### src/rtl/core/bgc_pkg.sv
// ----------------------------------------------------------------------------
// bgc_pkg
// Shared types and constants for the bipartite graph check unit.
// ----------------------------------------------------------------------------
`default_nettype none

package bgc_pkg;

    // Width of one vertex endpoint and of the vertex count register
    localparam int VERTEX_W = 11;

    // Vertex count after reset
    localparam logic [VERTEX_W-1:0] NUM_VERTICES_RESET = 11'd1024;

    // Width of the epoch tag kept with every store entry
    localparam int EPOCH_W = 4;

    typedef enum logic [2:0] {
        S_CLEAR,
        S_IDLE,
        S_WALK_A,
        S_WALK_B,
        S_FINISH
    } state_t;

    typedef struct packed {
        logic is_bipartite;
        logic range_error;
    } result_t;

endpackage

`default_nettype wire

### src/rtl/core/bgc_edge_if.sv
// ----------------------------------------------------------------------------
// bgc_edge_if
// Valid/ready channel that carries one graph edge per item.
// ----------------------------------------------------------------------------
`default_nettype none

interface bgc_edge_if;
    logic                         valid;
    logic                         ready;
    logic [bgc_pkg::VERTEX_W-1:0] first_vertex;
    logic [bgc_pkg::VERTEX_W-1:0] second_vertex;
    logic                         last_edge;

    modport source (
        output valid,
        output first_vertex,
        output second_vertex,
        output last_edge,
        input  ready
    );

    modport sink (
        input  valid,
        input  first_vertex,
        input  second_vertex,
        input  last_edge,
        output ready
    );
endinterface

`default_nettype wire

### src/rtl/core/bgc_ctrl.sv
// ----------------------------------------------------------------------------
// bgc_ctrl
// Sequencer: range check, root walks through the store, union and flags.
// ----------------------------------------------------------------------------
`default_nettype none

module bgc_ctrl #(
    parameter int MAX_VERTICES = 1024,
    parameter int VW           = 10,
    parameter int DW           = 15
) (
    input  wire logic                         clk,
    input  wire logic                         rst_n,
    bgc_edge_if.sink                          edge_ch,
    input  wire logic [bgc_pkg::VERTEX_W-1:0] num_vertices,
    input  wire logic                         out_free,
    output logic                              res_load,
    output bgc_pkg::result_t                  result,
    output logic                              wr_en,
    output logic      [VW-1:0]                wr_addr,
    output logic      [DW-1:0]                wr_data,
    output logic                              rd_en,
    output logic      [VW-1:0]                rd_addr,
    input  wire logic [DW-1:0]                rd_data
);

    localparam int FW = bgc_pkg::VERTEX_W;
    localparam int EW = bgc_pkg::EPOCH_W;
    localparam int LW = ($clog2(MAX_VERTICES + 1) > FW) ? $clog2(MAX_VERTICES + 1) : FW;
    localparam logic [VW-1:0] LAST_ADDR = VW'(MAX_VERTICES - 1);
    localparam logic [EW-1:0] EPOCH_TOP = {EW{1'b1}};

    bgc_pkg::state_t state_reg, state_next;
    logic [VW-1:0]   cur_reg, cur_next;
    logic            par_reg, par_next;
    logic [VW-1:0]   ra_reg, ra_next;
    logic            pa_reg, pa_next;
    logic [FW-1:0]   b_reg, b_next;
    logic            last_reg, last_next;
    logic            odd_reg, odd_next;
    logic            rerr_reg, rerr_next;
    logic [EW-1:0]   epoch_reg, epoch_next;
    logic [VW-1:0]   clr_reg, clr_next;

    logic [LW-1:0]   limit;
    logic            a_bad, b_bad;
    logic [VW-1:0]   a_idx, b_idx;
    logic            tag_hit;
    logic [VW-1:0]   up;
    logic            up_par;

    // Effective count: register capped at store depth
    assign limit = (LW'(num_vertices) > LW'(MAX_VERTICES)) ? LW'(MAX_VERTICES)
                                                           : LW'(num_vertices);
    assign a_bad = (edge_ch.first_vertex == '0) || (LW'(edge_ch.first_vertex) > limit);
    assign b_bad = (edge_ch.second_vertex == '0) || (LW'(edge_ch.second_vertex) > limit);
    assign a_idx = VW'(edge_ch.first_vertex - FW'(1));
    assign b_idx = VW'(b_reg - FW'(1));

    // Entry layout {epoch, parent, parity}; a stale epoch reads as a root
    assign tag_hit = (rd_data[DW-1 -: EW] == epoch_reg);
    assign up      = tag_hit ? rd_data[VW:1] : cur_reg;
    assign up_par  = tag_hit & rd_data[0];

    assign result.is_bipartite = !odd_reg && !rerr_reg;
    assign result.range_error  = rerr_reg;

    always_ff @(posedge clk or negedge rst_n)
    begin
        if (!rst_n)
        begin
            state_reg <= bgc_pkg::S_CLEAR;
            clr_reg   <= '0;
            epoch_reg <= '0;
            odd_reg   <= 1'b0;
            rerr_reg  <= 1'b0;
            last_reg  <= 1'b0;
        end
        else
        begin
            state_reg <= state_next;
            clr_reg   <= clr_next;
            epoch_reg <= epoch_next;
            odd_reg   <= odd_next;
            rerr_reg  <= rerr_next;
            last_reg  <= last_next;
        end
    end

    always_ff @(posedge clk)
    begin
        cur_reg <= cur_next;
        par_reg <= par_next;
        ra_reg  <= ra_next;
        pa_reg  <= pa_next;
        b_reg   <= b_next;
    end

    always_comb
    begin
        state_next    = state_reg;
        cur_next      = cur_reg;
        par_next      = par_reg;
        ra_next       = ra_reg;
        pa_next       = pa_reg;
        b_next        = b_reg;
        last_next     = last_reg;
        odd_next      = odd_reg;
        rerr_next     = rerr_reg;
        epoch_next    = epoch_reg;
        clr_next      = clr_reg;
        rd_en         = 1'b0;
        rd_addr       = cur_reg;
        wr_en         = 1'b0;
        wr_addr       = clr_reg;
        wr_data       = {{EW{1'b0}}, clr_reg, 1'b0};
        res_load      = 1'b0;
        edge_ch.ready = 1'b0;

        case (state_reg)
            bgc_pkg::S_CLEAR:
            begin
                // Write identity entries, one per cycle
                wr_en = 1'b1;
                if (clr_reg == LAST_ADDR)
                begin
                    clr_next   = '0;
                    state_next = bgc_pkg::S_IDLE;
                end
                else
                begin
                    clr_next = clr_reg + VW'(1);
                end
            end

            bgc_pkg::S_IDLE:
            begin
                edge_ch.ready = 1'b1;
                if (edge_ch.valid)
                begin
                    b_next    = edge_ch.second_vertex;
                    last_next = edge_ch.last_edge;
                    if (a_bad || b_bad)
                    begin
                        rerr_next  = 1'b1;
                        state_next = bgc_pkg::S_FINISH;
                    end
                    else if (edge_ch.first_vertex == edge_ch.second_vertex)
                    begin
                        odd_next   = 1'b1;
                        state_next = bgc_pkg::S_FINISH;
                    end
                    else
                    begin
                        rd_en      = 1'b1;
                        rd_addr    = a_idx;
                        cur_next   = a_idx;
                        par_next   = 1'b0;
                        state_next = bgc_pkg::S_WALK_A;
                    end
                end
            end

            bgc_pkg::S_WALK_A:
            begin
                if (up == cur_reg)
                begin
                    ra_next    = cur_reg;
                    pa_next    = par_reg;
                    rd_en      = 1'b1;
                    rd_addr    = b_idx;
                    cur_next   = b_idx;
                    par_next   = 1'b0;
                    state_next = bgc_pkg::S_WALK_B;
                end
                else
                begin
                    rd_en    = 1'b1;
                    rd_addr  = up;
                    cur_next = up;
                    par_next = par_reg ^ up_par;
                end
            end

            bgc_pkg::S_WALK_B:
            begin
                if (up == cur_reg)
                begin
                    if (cur_reg == ra_reg)
                    begin
                        if (par_reg == pa_reg)
                        begin
                            odd_next = 1'b1;
                        end
                    end
                    else
                    begin
                        // Hang root A under root B, endpoints on opposite sides
                        wr_en   = 1'b1;
                        wr_addr = ra_reg;
                        wr_data = {epoch_reg, cur_reg, pa_reg ^ par_reg ^ 1'b1};
                    end
                    state_next = bgc_pkg::S_FINISH;
                end
                else
                begin
                    rd_en    = 1'b1;
                    rd_addr  = up;
                    cur_next = up;
                    par_next = par_reg ^ up_par;
                end
            end

            bgc_pkg::S_FINISH:
            begin
                if (!last_reg)
                begin
                    state_next = bgc_pkg::S_IDLE;
                end
                else if (out_free)
                begin
                    // Deliver, drop the flags and retire the store by epoch
                    res_load   = 1'b1;
                    odd_next   = 1'b0;
                    rerr_next  = 1'b0;
                    epoch_next = epoch_reg + EW'(1);
                    if (epoch_reg == EPOCH_TOP)
                    begin
                        state_next = bgc_pkg::S_CLEAR;
                    end
                    else
                    begin
                        state_next = bgc_pkg::S_IDLE;
                    end
                end
            end

            default:
            begin
                state_next = bgc_pkg::S_CLEAR;
                clr_next   = '0;
            end
        endcase
    end

endmodule

`default_nettype wire

### src/flat_wrapper.sv
// flat-port wrapper written by rule: the top's interface ports become plain ports
module bgc_ctrl_flat 
#(
    parameter int MAX_VERTICES = 1024,
    parameter int VW           = 10,
    parameter int DW           = 15
)
  (clk, rst_n, num_vertices, out_free, res_load, result, wr_en, wr_addr, wr_data, rd_en, rd_addr, rd_data, edge_ch_valid, edge_ch_first_vertex, edge_ch_second_vertex, edge_ch_last_edge, edge_ch_ready);
  bgc_edge_if edge_ch_i ();
  input  wire logic clk;
  input  wire logic rst_n;
  input  wire logic [bgc_pkg::VERTEX_W-1:0] num_vertices;
  input  wire logic out_free;
  output logic res_load;
  output bgc_pkg::result_t result;
  output logic wr_en;
  output logic      [VW-1:0] wr_addr;
  output logic      [DW-1:0] wr_data;
  output logic rd_en;
  output logic      [VW-1:0] rd_addr;
  input  wire logic [DW-1:0] rd_data;
  input wire logic [$bits(edge_ch_i.valid)-1:0] edge_ch_valid;
  input wire logic [$bits(edge_ch_i.first_vertex)-1:0] edge_ch_first_vertex;
  input wire logic [$bits(edge_ch_i.second_vertex)-1:0] edge_ch_second_vertex;
  input wire logic [$bits(edge_ch_i.last_edge)-1:0] edge_ch_last_edge;
  output wire logic [$bits(edge_ch_i.ready)-1:0] edge_ch_ready;
  assign edge_ch_i.valid = edge_ch_valid;
  assign edge_ch_i.first_vertex = edge_ch_first_vertex;
  assign edge_ch_i.second_vertex = edge_ch_second_vertex;
  assign edge_ch_i.last_edge = edge_ch_last_edge;
  assign edge_ch_ready = edge_ch_i.ready;
  bgc_ctrl #(.MAX_VERTICES(MAX_VERTICES), .VW(VW), .DW(DW)) u_core (.clk(clk), .rst_n(rst_n), .edge_ch(edge_ch_i), .num_vertices(num_vertices), .out_free(out_free), .res_load(res_load), .result(result), .wr_en(wr_en), .wr_addr(wr_addr), .wr_data(wr_data), .rd_en(rd_en), .rd_addr(rd_addr), .rd_data(rd_data));
endmodule
### config.mk
export PLATFORM = sky130hd
export DESIGN_NAME = bgc_ctrl_flat
export DESIGN_NICKNAME = d
export VERILOG_FILES = /design/src/rtl/core/bgc_pkg.sv /design/src/rtl/core/bgc_edge_if.sv /design/src/rtl/core/bgc_ctrl.sv /design/src/flat_wrapper.sv
export SDC_FILE = /design/constraint.sdc
export NUM_CORES = 1
export LEC_CHECK = 0
export BUFFER_PORTS_ARGS = -buffer_cell sky130_fd_sc_hd__buf_2
export CORE_MARGIN = 2
export CORE_UTILIZATION = 53
export DETAILED_ROUTE_END_ITERATION = 7
export PLACE_DENSITY = 0.79
export SLEW_MARGIN = 20
export SYNTH_ARGS = -nofsm -noshare
export SYNTH_HDL_FRONTEND = slang
export SYNTH_SLANG_ARGS = --single-unit
export TNS_END_PERCENT = 30
### constraint.sdc
create_clock -name clk -period 3.75 [get_ports clk]
set_input_delay 0.375 -clock clk [delete_from_list [all_inputs] [get_ports clk]]
set_output_delay 0.375 -clock clk [all_outputs]
set_load 0.01 [all_outputs]
==> impl_metrics.xml <==
<?xml version="1.0" encoding="UTF-8"?>
<metrics>
  <group name="timing">
    <metric name="fin_ws" unit="ns">0.351</metric>
    <metric name="grt_setup_unrepaired" unit="">false</metric>
    <metric name="finalSetupViolCount" unit="">0</metric>
    <metric name="worst_margin_pin_slew" unit="ns">0.649</metric>
    <metric name="report.final.hold_viol_count" unit="">16</metric>
    <metric name="timing.clock.skew" unit="ns">0.0101</metric>
    <metric name="drv_slew" unit="">0</metric>
    <metric name="tns" unit="ns">0</metric>
    <metric name="slew-limit-headroom" unit="">0.565</metric>
    <metric name="post-route-period-util" unit="">0.906</metric>
    <metric name="max_clock_freq" unit="MHz">294</metric>
    <metric name="hold-worst-slack" unit="ns">-0.00505</metric>
    <metric name="min_period" unit="ns">3.40</metric>
  </group>
  <group name="clock_network">
    <metric name="path_clk_slew" unit="ns">0.10</metric>
    <metric name="postCtsHoldBufs" unit="">0</metric>
    <metric name="cts_made_buffers" unit="">5</metric>
    <metric name="cts_buffer_depth" unit="">2</metric>
    <metric name="clock_tree_from_tritoncts" unit="">built</metric>
    <metric name="post-cts-setup-buffer-count" unit="">0</metric>
    <metric name="cts-htree-levels" unit="">2</metric>
    <metric name="tritoncts_num_sinks" unit="">52</metric>
    <metric name="clkLatencyLatePin" unit="ns">0.31</metric>
    <metric name="clock-root-buffer" unit="">sky130_fd_sc_hd__clkbuf_8</metric>
    <metric name="post_cts_resized" unit="">0</metric>
  </group>
  <group name="critical_path">
    <metric name="worstSetupStartpointType" unit="">primary input</metric>
    <metric name="worst_ep_arrival_time" unit="ns">3.02</metric>
    <metric name="crit_path_max_fanout" unit="">11</metric>
    <metric name="path_class" unit="">primary input to primary output</metric>
    <metric name="worstSetupEndpointType" unit="">primary output</metric>
    <metric name="worst-endpoint-required" unit="ns">3.38</metric>
  </group>
  <group name="logic_synthesis">
    <metric name="synth_area_leader_cell" unit="">sky130_fd_sc_hd__edfxtp_1</metric>
    <metric name="synth_fp_nets" unit="">489</metric>
    <metric name="synthDistinctLibCells" unit="">62</metric>
    <metric name="synth-seq-cells" unit="">52</metric>
    <metric name="ys_warn_count" unit="">0</metric>
    <metric name="mappedNetlistArea" unit="um^2">3950</metric>
    <metric name="netlist_top_cells_area" unit="">sky130_fd_sc_hd__edfxtp_1, sky130_fd_sc_hd__dfrtp_1, sky130_fd_sc_hd__xnor2_1, sky130_fd_sc_hd__ha_1, sky130_fd_sc_hd__mux2_4</metric>
    <metric name="post_synth_inst_count" unit="">410</metric>
    <metric name="ys_seq_area_frac" unit="">0.344</metric>
    <metric name="post_synth_edffs" unit="">22</metric>
    <metric name="synth_largest_type_area_fraction" unit="">0.167</metric>
    <metric name="synthFlopType" unit="">sky130_fd_sc_hd__edfxtp_1</metric>
    <metric name="asyncSetResetFlopFracSynth" unit="">0.385</metric>
    <metric name="synth_area_per_cell" unit="um^2">9.64</metric>
  </group>
  <group name="placement">
    <metric name="postPlaceCellArea" unit="um^2">4510</metric>
    <metric name="post_placement_setup_slack" unit="ns">0.356</metric>
    <metric name="place.port_buffers" unit="">93</metric>
    <metric name="dp_hpwl" unit="mm">8.22</metric>
    <metric name="gpl.final_weighted_congestion" unit="">0.962</metric>
  </group>
  <group name="global_route">
    <metric name="first_global_vias" unit="">3387</metric>
    <metric name="grt_remaining_overflow" unit="">0</metric>
    <metric name="initial_antenna_violation_count" unit="">0</metric>
    <metric name="grt_first_pass_wirelength" unit="mm">16.6</metric>
    <metric name="grt_start_max_net_pins" unit="">25</metric>
    <metric name="grt_util_all_layers" unit="">0.252</metric>
  </group>
  <group name="floorplanning">
    <metric name="rows" unit="">31</metric>
    <metric name="core_region_area" unit="um^2">7250</metric>
    <metric name="initial_core_util" unit="">0.545</metric>
    <metric name="die_y" unit="um">90.4</metric>
    <metric name="die_outline_area" unit="um^2">8170</metric>
    <metric name="floorplan.die.width" unit="um">90.4</metric>
    <metric name="floorplan.io_pins" unit="">94</metric>
  </group>
  <group name="job">
    <metric name="maxCapViolations" unit="">0</metric>
  </group>
  <group name="power_and_ir_drop">
    <metric name="power-per-cell-area" unit="nW/um^2">609</metric>
    <metric name="vdd.ir_drop.worst" unit="mV">0.223</metric>
    <metric name="seq_power_share" unit="">0.360</metric>
    <metric name="switching_share" unit="">0.432</metric>
    <metric name="clock_power_share" unit="">0.115</metric>
    <metric name="static-leakage-power" unit="nW">2.07</metric>
    <metric name="comb_power_share" unit="">0.525</metric>
    <metric name="net-switching-power" unit="W">0.00121</metric>
    <metric name="p_int" unit="W">0.00159</metric>
  </group>
  <group name="finish">
    <metric name="multi_input_area" unit="um^2">2430</metric>
    <metric name="antenna_cells_inserted" unit="">0</metric>
    <metric name="layout_common_cells" unit="">sky130_fd_sc_hd__buf_2, sky130_fd_sc_hd__xnor2_1, sky130_fd_sc_hd__nor2_1</metric>
    <metric name="fill_cells" unit="">623</metric>
    <metric name="drive_above_1_share" unit="">0.271</metric>
    <metric name="flow.area_growth_from_synthesis" unit="%">16.2</metric>
    <metric name="final_cell_area" unit="um^2">4590</metric>
    <metric name="area.sequential" unit="um^2">1360</metric>
    <metric name="nets" unit="">580</metric>
    <metric name="mostFrequentLayoutCell" unit="">sky130_fd_sc_hd__buf_2</metric>
  </group>
  <group name="detailed_routing">
    <metric name="post_drt_via_cell_ratio" unit="">5.83</metric>
    <metric name="count_of_tritonroute_iterations_in_the_first_routing_pass" unit="">5</metric>
    <metric name="dr_total_vias" unit="">3503</metric>
    <metric name="drt_first_iter_violations" unit="">167</metric>
    <metric name="drt-total-wl" unit="mm">10.1</metric>
    <metric name="route.detailed.wl_per_inst" unit="um">16.8</metric>
    <metric name="final_antenna_net_count" unit="">0</metric>
    <metric name="post-route-drc-count" unit="">0</metric>
  </group>
  <group name="hold_path">
    <metric name="worst_hold_path_type" unit="">primary input to asynchronous set/reset pin</metric>
  </group>
  <group name="status">
    <metric name="outcome" unit="">complete, but fails checks</metric>
    <metric name="violations" unit="">negative hold slack</metric>
  </group>
</metrics>
metrics by stage:
stage / hold WS, ns / instances / utilization / power (W)
global route: 0.0259 / 601 / 0.633 / 0.00299
global placement: 0.342 / 593 / 0.621 / 0.00243
finish: -0.00505 / 601 / 0.633 / 0.00280
floorplan: 0.0794 / 410 / - / 0.00200
detailed placement: 0.348 / 593 / 0.621 / 0.00247
CTS: 0.00864 / 601 / 0.633 / 0.00279
power groups by stage:
stage          Clock (W)  Combinational (W)  Sequential, W
2_1_floorplan          0            0.00107       0.000935
3_3_place_gp           0            0.00143       0.000999
3_5_place_dp           0            0.00146        0.00101
4_1_cts         0.000325            0.00147       0.000999
5_1_grt         0.000346            0.00162        0.00103
6_report        0.000321            0.00147        0.00101
layer usage:
metal	wire length [um]	share of wire	track usage	vias up
li1	-	-	-	1671
met4	334	0.033	0.109	0
met1	4330	0.43	0.328	1658
met3	550	0.054	0.0317	30
met2	4900	0.48	0.422	144
met5	0	0	0	-
Yosys cell counts (3+ instances only):
cell type and n:
sky130_fd_sc_hd__edfxtp_1 22, sky130_fd_sc_hd__xnor2_1 41, sky130_fd_sc_hd__mux2_4 14, sky130_fd_sc_hd__a221o_1 7
sky130_fd_sc_hd__inv_1 14, sky130_fd_sc_hd__ha_1 26, sky130_fd_sc_hd__buf_2 3, sky130_fd_sc_hd__nand4_1 13
sky130_fd_sc_hd__nor4_1 7, sky130_fd_sc_hd__nor3_1 8, sky130_fd_sc_hd__xor2_1 18, sky130_fd_sc_hd__clkbuf_1 8
sky130_fd_sc_hd__nand2b_1 3, sky130_fd_sc_hd__nand3_1 6, sky130_fd_sc_hd__nand3b_1 5, sky130_fd_sc_hd__buf_6 3
sky130_fd_sc_hd__nor2_1 38, sky130_fd_sc_hd__dfrtp_1 20, sky130_fd_sc_hd__mux2_2 7, sky130_fd_sc_hd__mux2i_1 7
sky130_fd_sc_hd__nand2_1 31, sky130_fd_sc_hd__a21o_1 3, sky130_fd_sc_hd__a211o_1 5, sky130_fd_sc_hd__and3_1 7
sky130_fd_sc_hd__nor3b_1 5, sky130_fd_sc_hd__o21ai_0 18, sky130_fd_sc_hd__a31oi_1 3, sky130_fd_sc_hd__a21oi_1 19
sky130_fd_sc_hd__dfxtp_1 10
area by class of cell:
type / instances / area share
clock buffers: 5 / 0.0150
clock inverters: 3 / 0.00381
inverters: 16 / 0.0131
multi-input cells: 326 / 0.529
flip-flops and latches: 52 / 0.296
well taps: 99 / 0.0270
repair buffers: 100 / 0.115
worst paths after layout:
path | startpoint | slack, ns | cells past startpoint | to
min in group clk | edge_ch_last_edge | 0.30 | 2 | u_core.last_reg
max in group asynchronous | rst_n | 3.44 | 1 | u_core.state_reg[1]
worst min register to register | u_core.epoch_reg[3] | 0.54 | 1 | u_core.epoch_reg[3]
worst max-delay path | num_vertices[10] | 0.35 | 12 | rd_addr[2]
worst min-delay path | rst_n | -0.005 | 1 | u_core.clr_reg[8]
worst max register to register | u_core.epoch_reg[1] | 1.23 | 8 | u_core.cur_reg[2]
worst max-delay path, cell delays in order:
cell and delay (ns):
sky130_fd_sc_hd__buf_2 0.09, sky130_fd_sc_hd__clkinv_1 0.26, sky130_fd_sc_hd__nand2_1 0.21, sky130_fd_sc_hd__ha_1 0.26, sky130_fd_sc_hd__a211oi_1 0.22, sky130_fd_sc_hd__nor2_1 0.09
sky130_fd_sc_hd__o41ai_1 0.27, sky130_fd_sc_hd__a21o_1 0.21, sky130_fd_sc_hd__and3_1 0.31, sky130_fd_sc_hd__o21bai_2 0.17, sky130_fd_sc_hd__a221o_1 0.41, sky130_fd_sc_hd__buf_2 0.15
kinds of logic after synthesis:
logic type      synth area share
compound gates             0.132
xor+xnor                   0.131
fa+ha+maj                 0.0823
buf+inv                   0.0408
flops                      0.344
mux                       0.0908
simple gates               0.179
Note: power is estimated with default switching activity, not from simulation.
